File: src/design/lens_distortion_normalize_top_defines.svh
`ifndef LENS_DISTORTION_NORMALIZE_TOP_DEFINES_SVH
`define LENS_DISTORTION_NORMALIZE_TOP_DEFINES_SVH

// same-cycle implication, disabled in reset
`define LDN_ASSERT_IMPL(label, clk, rst, ante, cons, msg) \
  label: assert property (@(posedge clk) disable iff (rst) (ante) |-> (cons)) \
    else $error(msg);

// next-cycle implication, disabled in reset
`define LDN_ASSERT_NEXT(label, clk, rst, ante, cons, msg) \
  label: assert property (@(posedge clk) disable iff (rst) (ante) |=> (cons)) \
    else $error(msg);

`endif

File: src/design/ldn_pkg.sv
`timescale 1ns / 1ps

package ldn_pkg;

  localparam int COORD_BITS  = 12;
  localparam int CENTER_FRAC = 8;
  localparam int FOCAL_W     = 24;
  localparam int CENTER_W    = 20;
  localparam int COEF_W      = 24;
  localparam int OUT_W       = 32;
  localparam int DATA_W      = 32;
  localparam int ADDR_W      = 5;
  localparam int REG_IDX_W   = 3;

  localparam int NORM_LAT = OUT_W + 3;
  localparam int DIST_LAT = 11;

  localparam logic signed [OUT_W-1:0] OUT_MAX = 32'sh7FFF_FFFF;
  localparam logic signed [OUT_W-1:0] OUT_MIN = 32'sh8000_0000;

  localparam logic signed [63:0] SAT_HI = 64'sd2147483647;
  localparam logic signed [63:0] SAT_LO = -64'sd2147483648;

  typedef enum logic [REG_IDX_W-1:0] {
    REG_FOCAL_X  = 3'd0,
    REG_FOCAL_Y  = 3'd1,
    REG_CENTER_X = 3'd2,
    REG_CENTER_Y = 3'd3,
    REG_K1       = 3'd4,
    REG_K2       = 3'd5,
    REG_P1       = 3'd6,
    REG_P2       = 3'd7
  } reg_idx_t;

  typedef struct packed {
    logic [COORD_BITS-1:0] pixel_x;
    logic [COORD_BITS-1:0] pixel_y;
  } point_t;

  typedef struct packed {
    logic signed [OUT_W-1:0] norm_x;
    logic signed [OUT_W-1:0] norm_y;
    logic signed [OUT_W-1:0] dist_x;
    logic signed [OUT_W-1:0] dist_y;
    logic                    overflow;
  } result_t;

  typedef struct packed {
    logic signed [COEF_W-1:0] k1;
    logic signed [COEF_W-1:0] k2;
    logic signed [COEF_W-1:0] p1;
    logic signed [COEF_W-1:0] p2;
  } coef_t;

  typedef struct packed {
    logic signed [OUT_W-1:0] val;
    logic                    ovf;
  } sat_t;

  function automatic logic signed [63:0] ext64(input logic signed [OUT_W-1:0] v);
    return {{(64-OUT_W){v[OUT_W-1]}}, v};
  endfunction

  function automatic sat_t sat32(input logic signed [63:0] v);
    sat_t r;
    if (v > SAT_HI) begin
      r.val = OUT_MAX;
      r.ovf = 1'b1;
    end else if (v < SAT_LO) begin
      r.val = OUT_MIN;
      r.ovf = 1'b1;
    end else begin
      r.val = v[OUT_W-1:0];
      r.ovf = 1'b0;
    end
    return r;
  endfunction

endpackage

File: src/design/ldn_norm.sv
`timescale 1ns / 1ps
`include "lens_distortion_normalize_top_defines.svh"

module ldn_norm #(
  parameter int FRAC_BITS = 20
) (
  input  logic                            clk,
  input  logic                            rst,
  input  logic                            in_vld,
  input  logic [ldn_pkg::COORD_BITS-1:0]  pix,
  input  logic [ldn_pkg::CENTER_W-1:0]    center,
  input  logic [ldn_pkg::FOCAL_W-1:0]     focal,
  output logic                            out_vld,
  output ldn_pkg::sat_t                   res
);

  localparam int PIX_W = ldn_pkg::COORD_BITS + ldn_pkg::CENTER_FRAC;
  localparam int MAG_W = (PIX_W > ldn_pkg::CENTER_W) ? PIX_W : ldn_pkg::CENTER_W;
  localparam int DIV_W = MAG_W + FRAC_BITS + 1;
  localparam int QW    = ldn_pkg::OUT_W;
  localparam int STEPS = ldn_pkg::OUT_W;
  localparam int FW    = ldn_pkg::FOCAL_W;

  typedef struct packed {
    logic neg;
    logic zero;
    logic big;
  } side_t;

  // offset from principal point
  logic signed [MAG_W:0] diff;
  logic        [MAG_W:0] diff_neg;
  logic [MAG_W-1:0]      mag_a;
  logic                  neg_a;
  logic                  vld_a;

  assign diff = $signed({1'b0, MAG_W'({pix, {ldn_pkg::CENTER_FRAC{1'b0}}})})
              - $signed({1'b0, MAG_W'(center)});
  assign diff_neg = -diff;

  always_ff @(posedge clk) begin
    if (rst) begin
      vld_a <= 1'b0;
    end else begin
      vld_a <= in_vld;
    end
  end

  always_ff @(posedge clk) begin
    mag_a <= diff[MAG_W] ? diff_neg[MAG_W-1:0] : diff[MAG_W-1:0];
    neg_a <= diff[MAG_W];
  end

  // dividend and quotient range check
  logic [DIV_W-1:0] dvd;
  logic [DIV_W-1:0] hi;

  assign dvd = DIV_W'({mag_a, {FRAC_BITS{1'b0}}}) + DIV_W'(focal >> 1);
  assign hi  = dvd >> QW;

  logic [FW-1:0] rem_s  [0:STEPS-1];
  logic [QW-1:0] low_s  [0:STEPS-1];
  logic [QW-1:0] quo_s  [0:STEPS];
  side_t         side_s [0:STEPS];
  logic          vld_s  [0:STEPS];

  always_ff @(posedge clk) begin
    if (rst) begin
      vld_s[0] <= 1'b0;
    end else begin
      vld_s[0] <= vld_a;
    end
  end

  always_ff @(posedge clk) begin
    rem_s[0]       <= FW'(hi);
    low_s[0]       <= dvd[QW-1:0];
    quo_s[0]       <= '0;
    side_s[0].neg  <= neg_a;
    side_s[0].zero <= (mag_a == '0);
    side_s[0].big  <= (hi >= DIV_W'(focal));
  end

  // one quotient bit per stage
  for (genvar k = 0; k < STEPS; k++) begin : g_div
    logic [FW:0] trial;
    logic        ge;

    assign trial     = {rem_s[k], low_s[k][QW-1]};
    assign ge        = (trial >= {1'b0, focal});

    always_ff @(posedge clk) begin
      if (rst) begin
        vld_s[k+1] <= 1'b0;
      end else begin
        vld_s[k+1] <= vld_s[k];
      end
    end

    always_ff @(posedge clk) begin
      quo_s[k+1]  <= {quo_s[k][QW-2:0], ge};
      side_s[k+1] <= side_s[k];
    end

    if (k < STEPS - 1) begin : g_carry
      logic [FW:0] trial_sub;

      assign trial_sub = trial - {1'b0, focal};

      always_ff @(posedge clk) begin
        rem_s[k+1] <= ge ? trial_sub[FW-1:0] : trial[FW-1:0];
        low_s[k+1] <= {low_s[k][QW-2:0], 1'b0};
      end
    end
  end

  // sign and saturation
  logic [QW-1:0] q_fin;
  side_t         side_fin;

  assign q_fin    = quo_s[STEPS];
  assign side_fin = side_s[STEPS];

  always_ff @(posedge clk) begin
    if (rst) begin
      out_vld <= 1'b0;
    end else begin
      out_vld <= vld_s[STEPS];
    end
  end

  always_ff @(posedge clk) begin
    if (side_fin.zero) begin
      res.val <= '0;
      res.ovf <= 1'b0;
    end else if (side_fin.big) begin
      res.val <= side_fin.neg ? ldn_pkg::OUT_MIN : ldn_pkg::OUT_MAX;
      res.ovf <= 1'b1;
    end else if (side_fin.neg) begin
      if (q_fin > {1'b1, {(QW-1){1'b0}}}) begin
        res.val <= ldn_pkg::OUT_MIN;
        res.ovf <= 1'b1;
      end else begin
        res.val <= $signed(QW'(0) - q_fin);
        res.ovf <= 1'b0;
      end
    end else begin
      if (q_fin[QW-1]) begin
        res.val <= ldn_pkg::OUT_MAX;
        res.ovf <= 1'b1;
      end else begin
        res.val <= $signed(q_fin);
        res.ovf <= 1'b0;
      end
    end
  end

  `LDN_ASSERT_IMPL(a_norm_sat_bound, clk, rst, out_vld && res.ovf, (res.val == ldn_pkg::OUT_MAX || res.val == ldn_pkg::OUT_MIN), "saturated normalize not at a bound")
  `LDN_ASSERT_NEXT(a_norm_zero, clk, rst, vld_s[STEPS] && side_fin.zero, (res.val == '0 && !res.ovf), "zero offset did not give zero")

endmodule

File: config.mk
export PLATFORM = sky130hd
export DESIGN_NAME = ldn_norm
export DESIGN_NICKNAME = d
export VERILOG_FILES = /design/src/design/ldn_pkg.sv /design/src/design/ldn_norm.sv
export VERILOG_INCLUDE_DIRS = /design/src /design/src/design
export SDC_FILE = /design/constraint.sdc
export NUM_CORES = 2
export LEC_CHECK = 0
export BUFFER_PORTS_ARGS = -buffer_cell sky130_fd_sc_hd__buf_2
export CORE_MARGIN = 2
export CORE_UTILIZATION = 25
export CTS_BUF_LIST = sky130_fd_sc_hd__clkbuf_4
export DETAILED_ROUTE_END_ITERATION = 10
export HOLD_SLACK_MARGIN = 0.06
export SETUP_SLACK_MARGIN = 0.05
export SLEW_MARGIN = 10
export SYNTH_ARGS = -nofsm -noshare
export SYNTH_HDL_FRONTEND = slang
export SYNTH_SLANG_ARGS = --single-unit
File: constraint.sdc
create_clock -name clk -period 4.3 [get_ports clk]
set_input_delay 0.215 -clock clk [delete_from_list [all_inputs] [get_ports clk]]
set_output_delay 0.215 -clock clk [all_outputs]
set_load 0.02 [all_outputs]
Yosys cells after proc, flatten, opt, wreduce, memory -nomap -nowiden

Memory sizes are Yosys's and may differ from the RTL's. A register that Yosys moved wholly into a read port is not among the register bits.
Cells that the tools add are included.
W data, S select, Z words.

Bits in registers: 55
RAM bits: 2980
Bits of input ports: 59
Output and inout port bits: 34
Memories: 5

$add $sub $neg: 35
Order comparisons: 34
Multiplexer cells: 73
Bitwise gates (word level): 33
Reductions and logical operators: 1

Memories:

| name   | depth | width | read ports | clocked after Yosys merged registers in | write ports | line           | RTL |
|---|---|---|---|---|---|---|---|
| quo_s  | 33    | 32    | 33         | 0                                       | 33          | ldn_norm.sv:63 | `logic [QW-1:0] quo_s [0:STEPS];` |
| low_s  | 32    | 32    | 32         | 0                                       | 32          | ldn_norm.sv:62 | `logic [QW-1:0] low_s [0:STEPS-1];` |
| rem_s  | 32    | 24    | 32         | 0                                       | 32          | ldn_norm.sv:61 | `logic [FW-1:0] rem_s [0:STEPS-1];` |
| side_s | 33    | 3     | 33         | 0                                       | 33          | ldn_norm.sv:64 | `side_t side_s [0:STEPS];` |
| vld_s  | 33    | 1     | 33         | 1                                       | 33          | ldn_norm.sv:65 | `logic vld_s [0:STEPS];` |

Operators with widths:

| cell                    | number |
|---|---|
| $ge A25 B24 Y1          | 32 |
| $mux W24                | 31 |
| $sub A24 B24 Y24        | 31 |
| $mux W33                | 3 |
| $mux W32                | 2 |
| $add A40 B23 Y41        | 1 |
| $mux W1                 | 36 |
| $or A1 B1 Y1            | 33 |
| $gt A32 B32 Y1 const B  | 1 |
| $sub A1 B32 Y32 const A | 1 |
| $ge A9 B24 Y1           | 1 |
| $sub A20 B20 Y21        | 1 |
| $logic_not A20 Y1       | 1 |
| $mux W20                | 1 |
| $neg A20 Y20            | 1 |

Logic depth before layout (Yosys ltp)

An unclocked memory read counts as a cell.

Depth after elaboration: 5
Depth in mapped cells: 19
Mapped depth without buffers: 19

Least setup slack after synthesis

Ideal clock, no wire load.

Path type: input-to-reg
Start point: input focal[1] in the netlist's numbering
End point: memory rem_s[1][184] in the netlist's numbering
Library setup time: 121 ps
Arrival time: 3602 ps
Slack: 577 ps
Cell stages on the path: 13
Cells stage by stage: inv_1 ha_1 nor2b_1 o21a_1 o21ai_1 a2111o_1 nand3_1 a221oi_2 o21a_1 a21oi_1 a2111oi_4 buf_4 mux2_2

RTL lines:

| item               | line           | RTL |
|---|---|---|
| start: declaration | ldn_norm.sv:12 | `input logic [ldn_pkg::FOCAL_W-1:0] focal,` |
| end: declaration   | ldn_norm.sv:61 |  |

Worst setup path after layout

Start point: input center[0] in the netlist's numbering
End point: register mag_a[18]

Word-level cells in the longest chain between the ends: 3

Ends and longest elaborated chain:

| item                   | line           | RTL |
|---|---|---|
| start: declaration     | ldn_norm.sv:11 | `input logic [ldn_pkg::CENTER_W-1:0] center,` |
| $sub A20 B20 Y21 (*)   | ldn_norm.sv:38 | `- $signed({1'b0, MAG_W'(center)});` |
| $neg A20 Y20           | ldn_norm.sv:39 | `assign diff_neg = -diff;` |
| $mux W20 (*)           | ldn_norm.sv:50 | `mag_a <= diff[MAG_W] ? diff_neg[MAG_W-1:0] : diff[MAG_W-1:0];` |
| end signal: assignment | ldn_norm.sv:50 |  |
| end: declaration       | ldn_norm.sv:33 | `logic [MAG_W-1:0] mag_a;` |

Mark *: on every way between the ends. The rest lies on a longest branch, timed or not.
A chain may end at the register's enable or synchronous reset.

==> qor.txt <==
WL final = 218000 um
Setup-failing EPs final = 0
hold path depth = 0
remaining antenna violation count after routing = 0
post-synthesis instance total = 8644
# H-tree levels = 5
root buffer cell = clkbuf_4
largest net degree at the start of global routing = 49
maxcap violations = 0
Synth Cell Area = 86600 um^2
vias in the first global route = 62000
Primary FF master, synth = dfxtp_1
Num CTS Buffers = 488
share of cells above drive strength 1 = 15.3%
crit-path cells = dlygate4sd3_1, buf_2, dlygate4sd3_1, inv_1, ha_1, or4b_4, nor4_4, a211oi_1, dlygate4sd3_1, nor2_1, nand3_1, or4_1, o31ai_1, xnor2_1, dlygate4sd3_1
CTS clk-pin slew, worst paths = 0.07 ns
RSZ-0062 raised after global routing = no
final worst setup slack = 0.181 ns
CP max FO = 6
core area = 345000 um^2
Fin Setup TNS = 0 ns
WP buf/inv = 6
final worst path period need = 4.12 ns
f_max = 243 MHz
Die Height = 593 um
post-route cell area = 102000 um^2
CP max stage delay = 0.64 ns
Slew HR = 26.4%
count of pins over their slew limit = 0
CTS tree = built
I/O Buffers = 92
Wirelength per Cell = 15.2 um
Worst Hold Class = flip-flop to flip-flop
Avg Cell Area, Syn = 10.0 um^2
register bit count reported by yosys = 1997
most used cell, CP = dlygate4sd3_1
number of remaining DRC errors = 0
Synth cell types = 98
most numerous cell in the Yosys netlist = dfxtp_1
nets = 10300
Worst VDD drop = 0.308 mV
gr ovfl total = 0
register area share after synthesis = 46.2%
# IOs = 93
PD cells = 742 nW/um^2
placed inst area = 94100 um^2
Mapped Nets = 9516
crit-path leading delay family = buffers and inverters
# clock sinks = 1997
All-Layer GR Usage = 12.1%
share of the synthesized area in the top cell type = 46.2%
Fin. Hold Viols = 0
period utilization = 95.8%
RePlAce Congestion = 0.889
kind of start point of the critical path = input pin
synth cell count leaders = dfxtp_1, ha_1, a21oi_1
asr flop ratio synth = 0%
Leak = 43.8 nW
setup slack, reg-to-reg = 0.79 ns
Crit. End Element = flip-flop
Yosys top cell by area = dfxtp_1
Site Rows = 216
Layout area overhead = 17.2%
dominant cells by area after synthesis = dfxtp_1, ha_1, mux2_2
Clock Latency Late Sink = 1.33 ns
drt first pass iters = 5
Worst R2R Path Depth = 13
Worst path slowest cell = dlygate4sd3_1
Starting Density = 25.1%
clk_skew = 0.139 ns
Die W = 593 um
RR Startpoint = low_s[6][31]
Vias = 64300
worst reg2reg endpoint = rem_s[1][236]
Final HPWL DP = 157000 um
DP Worst Slack = 0.277 ns
antenna violations before repair = 11
Worst Tran Pin Value = 1.10 ns
Vias per Instance = 4.49
CP Data Required Time = 5.47 ns
Post-synth EDFFs = 0
die area = 351000 um^2
First DRT Iteration DRCs = 3789
first-pass GRT wire length = 340000 um
Hold Crit Start = low_s[2][116]
hold path endpoint = low_s[3][21]
Design Power = 75.4 mW
Worst EP arrival = 5.29 ns
clk buf depth = 4
Fin Hold WS = 0.200 ns
Setup CP Type = input pin to flip-flop
status = finished clean
yosys warns = 0
power breakdown:
part,internal [mW],switching [mW]
combinational,16.0,17.7
sequential,23.6,2.96
clock,7.53,7.51
sequential cells by signal (all words and copies together), names as in the netlist:
signal and flops:
quo_s 528, rem_s 753, mag_a 20, side_s 99, vld_s 33, neg_a 1
res 33, vld_a 1, low_s 528, out_vld 1
how the worst max path moves through the flow:
stage,start,to,cells after the start
after global placement,focal[6],rem_s[0][77],15
after CTS,pix[0],mag_a[18],15
after detailed placement,focal[7],rem_s[1][21],15
after floorplan,focal[1],rem_s[1][184],13
after global routing,center[0],mag_a[18],15
final,center[0],mag_a[18],15
metrics by stage:
step | utilization, % | instances
final | 29.4 | 14300
after global routing | 29.4 | 14300
after CTS | 29.4 | 14300
after detailed placement | 27.2 | 13300
after global placement | 27.2 | 13300
after floorplan | - | 8644
layer usage:
layer	share of wire [%]	GRT usage, %	routed length, um
met1	47	16.2	103000
met5	0.019	0	41
met4	2.9	4.25	6370
met3	5.4	2.28	11800
met2	44	19.3	96300
placed cells by master, fill, tap and decap left out, types with 36 or more instances in the layout:
master	count
or3_1	36
nor3_1	140
buf_2	91
inv_1	263
nor2_1	574
ha_1	781
mux2_2	369
nor4_1	38
o21bai_1	56
nor2b_1	178
o21a_1	104
and3_1	65
clkinv_2	39
a31oi_1	65
mux2i_1	51
xor2_1	223
dlygate4sd3_1	144
clkbuf_4	658
a21oi_1	733
a211oi_1	55
nand2_1	554
buf_12	48
nand4_1	91
buf_4	125
nand2b_1	105
nand3_1	151
clkinv_1	119
xnor2_1	418
o21ai_0	535
dfxtp_1	1997
a21o_1	292
a21boi_0	42
o31ai_1	41
cells by family (layout without fill, tap and decap cells):
group           Yosys count  in the layout  synth area share, %
compound gates         2252           2252                 16.4
simple gates           2071           2071                 11.5
flops                  1997           1997                 46.2
fa+ha+maj               813            813                 12.0
xor+xnor                641            641                 6.48
buf+inv                 450           1534                 2.05
mux                     420            420                 5.39
other cells               0             10                    0
what timing repair did:
action                                 CTS  global route
resized for setup                        0             5
hold buffers                           145             1
setup buffers                            0             1
setup endpoints to repair                0             5
endpoints found under the hold margin  577             1
layout make-up:
type                            count  area, um^2
Inverter                          286        1070
Multi-Input combinational cell   6197       45000
Clock inverter                    182        1000
Tap cell                         4578        5730
Antenna cell                       10        25.0
Sequential cell                  1997       40000
Clock buffer                      658        4940
Fill cell                       36300      244000
Timing Repair Buffer              408        3800
(Power assumes the default switching activity.)
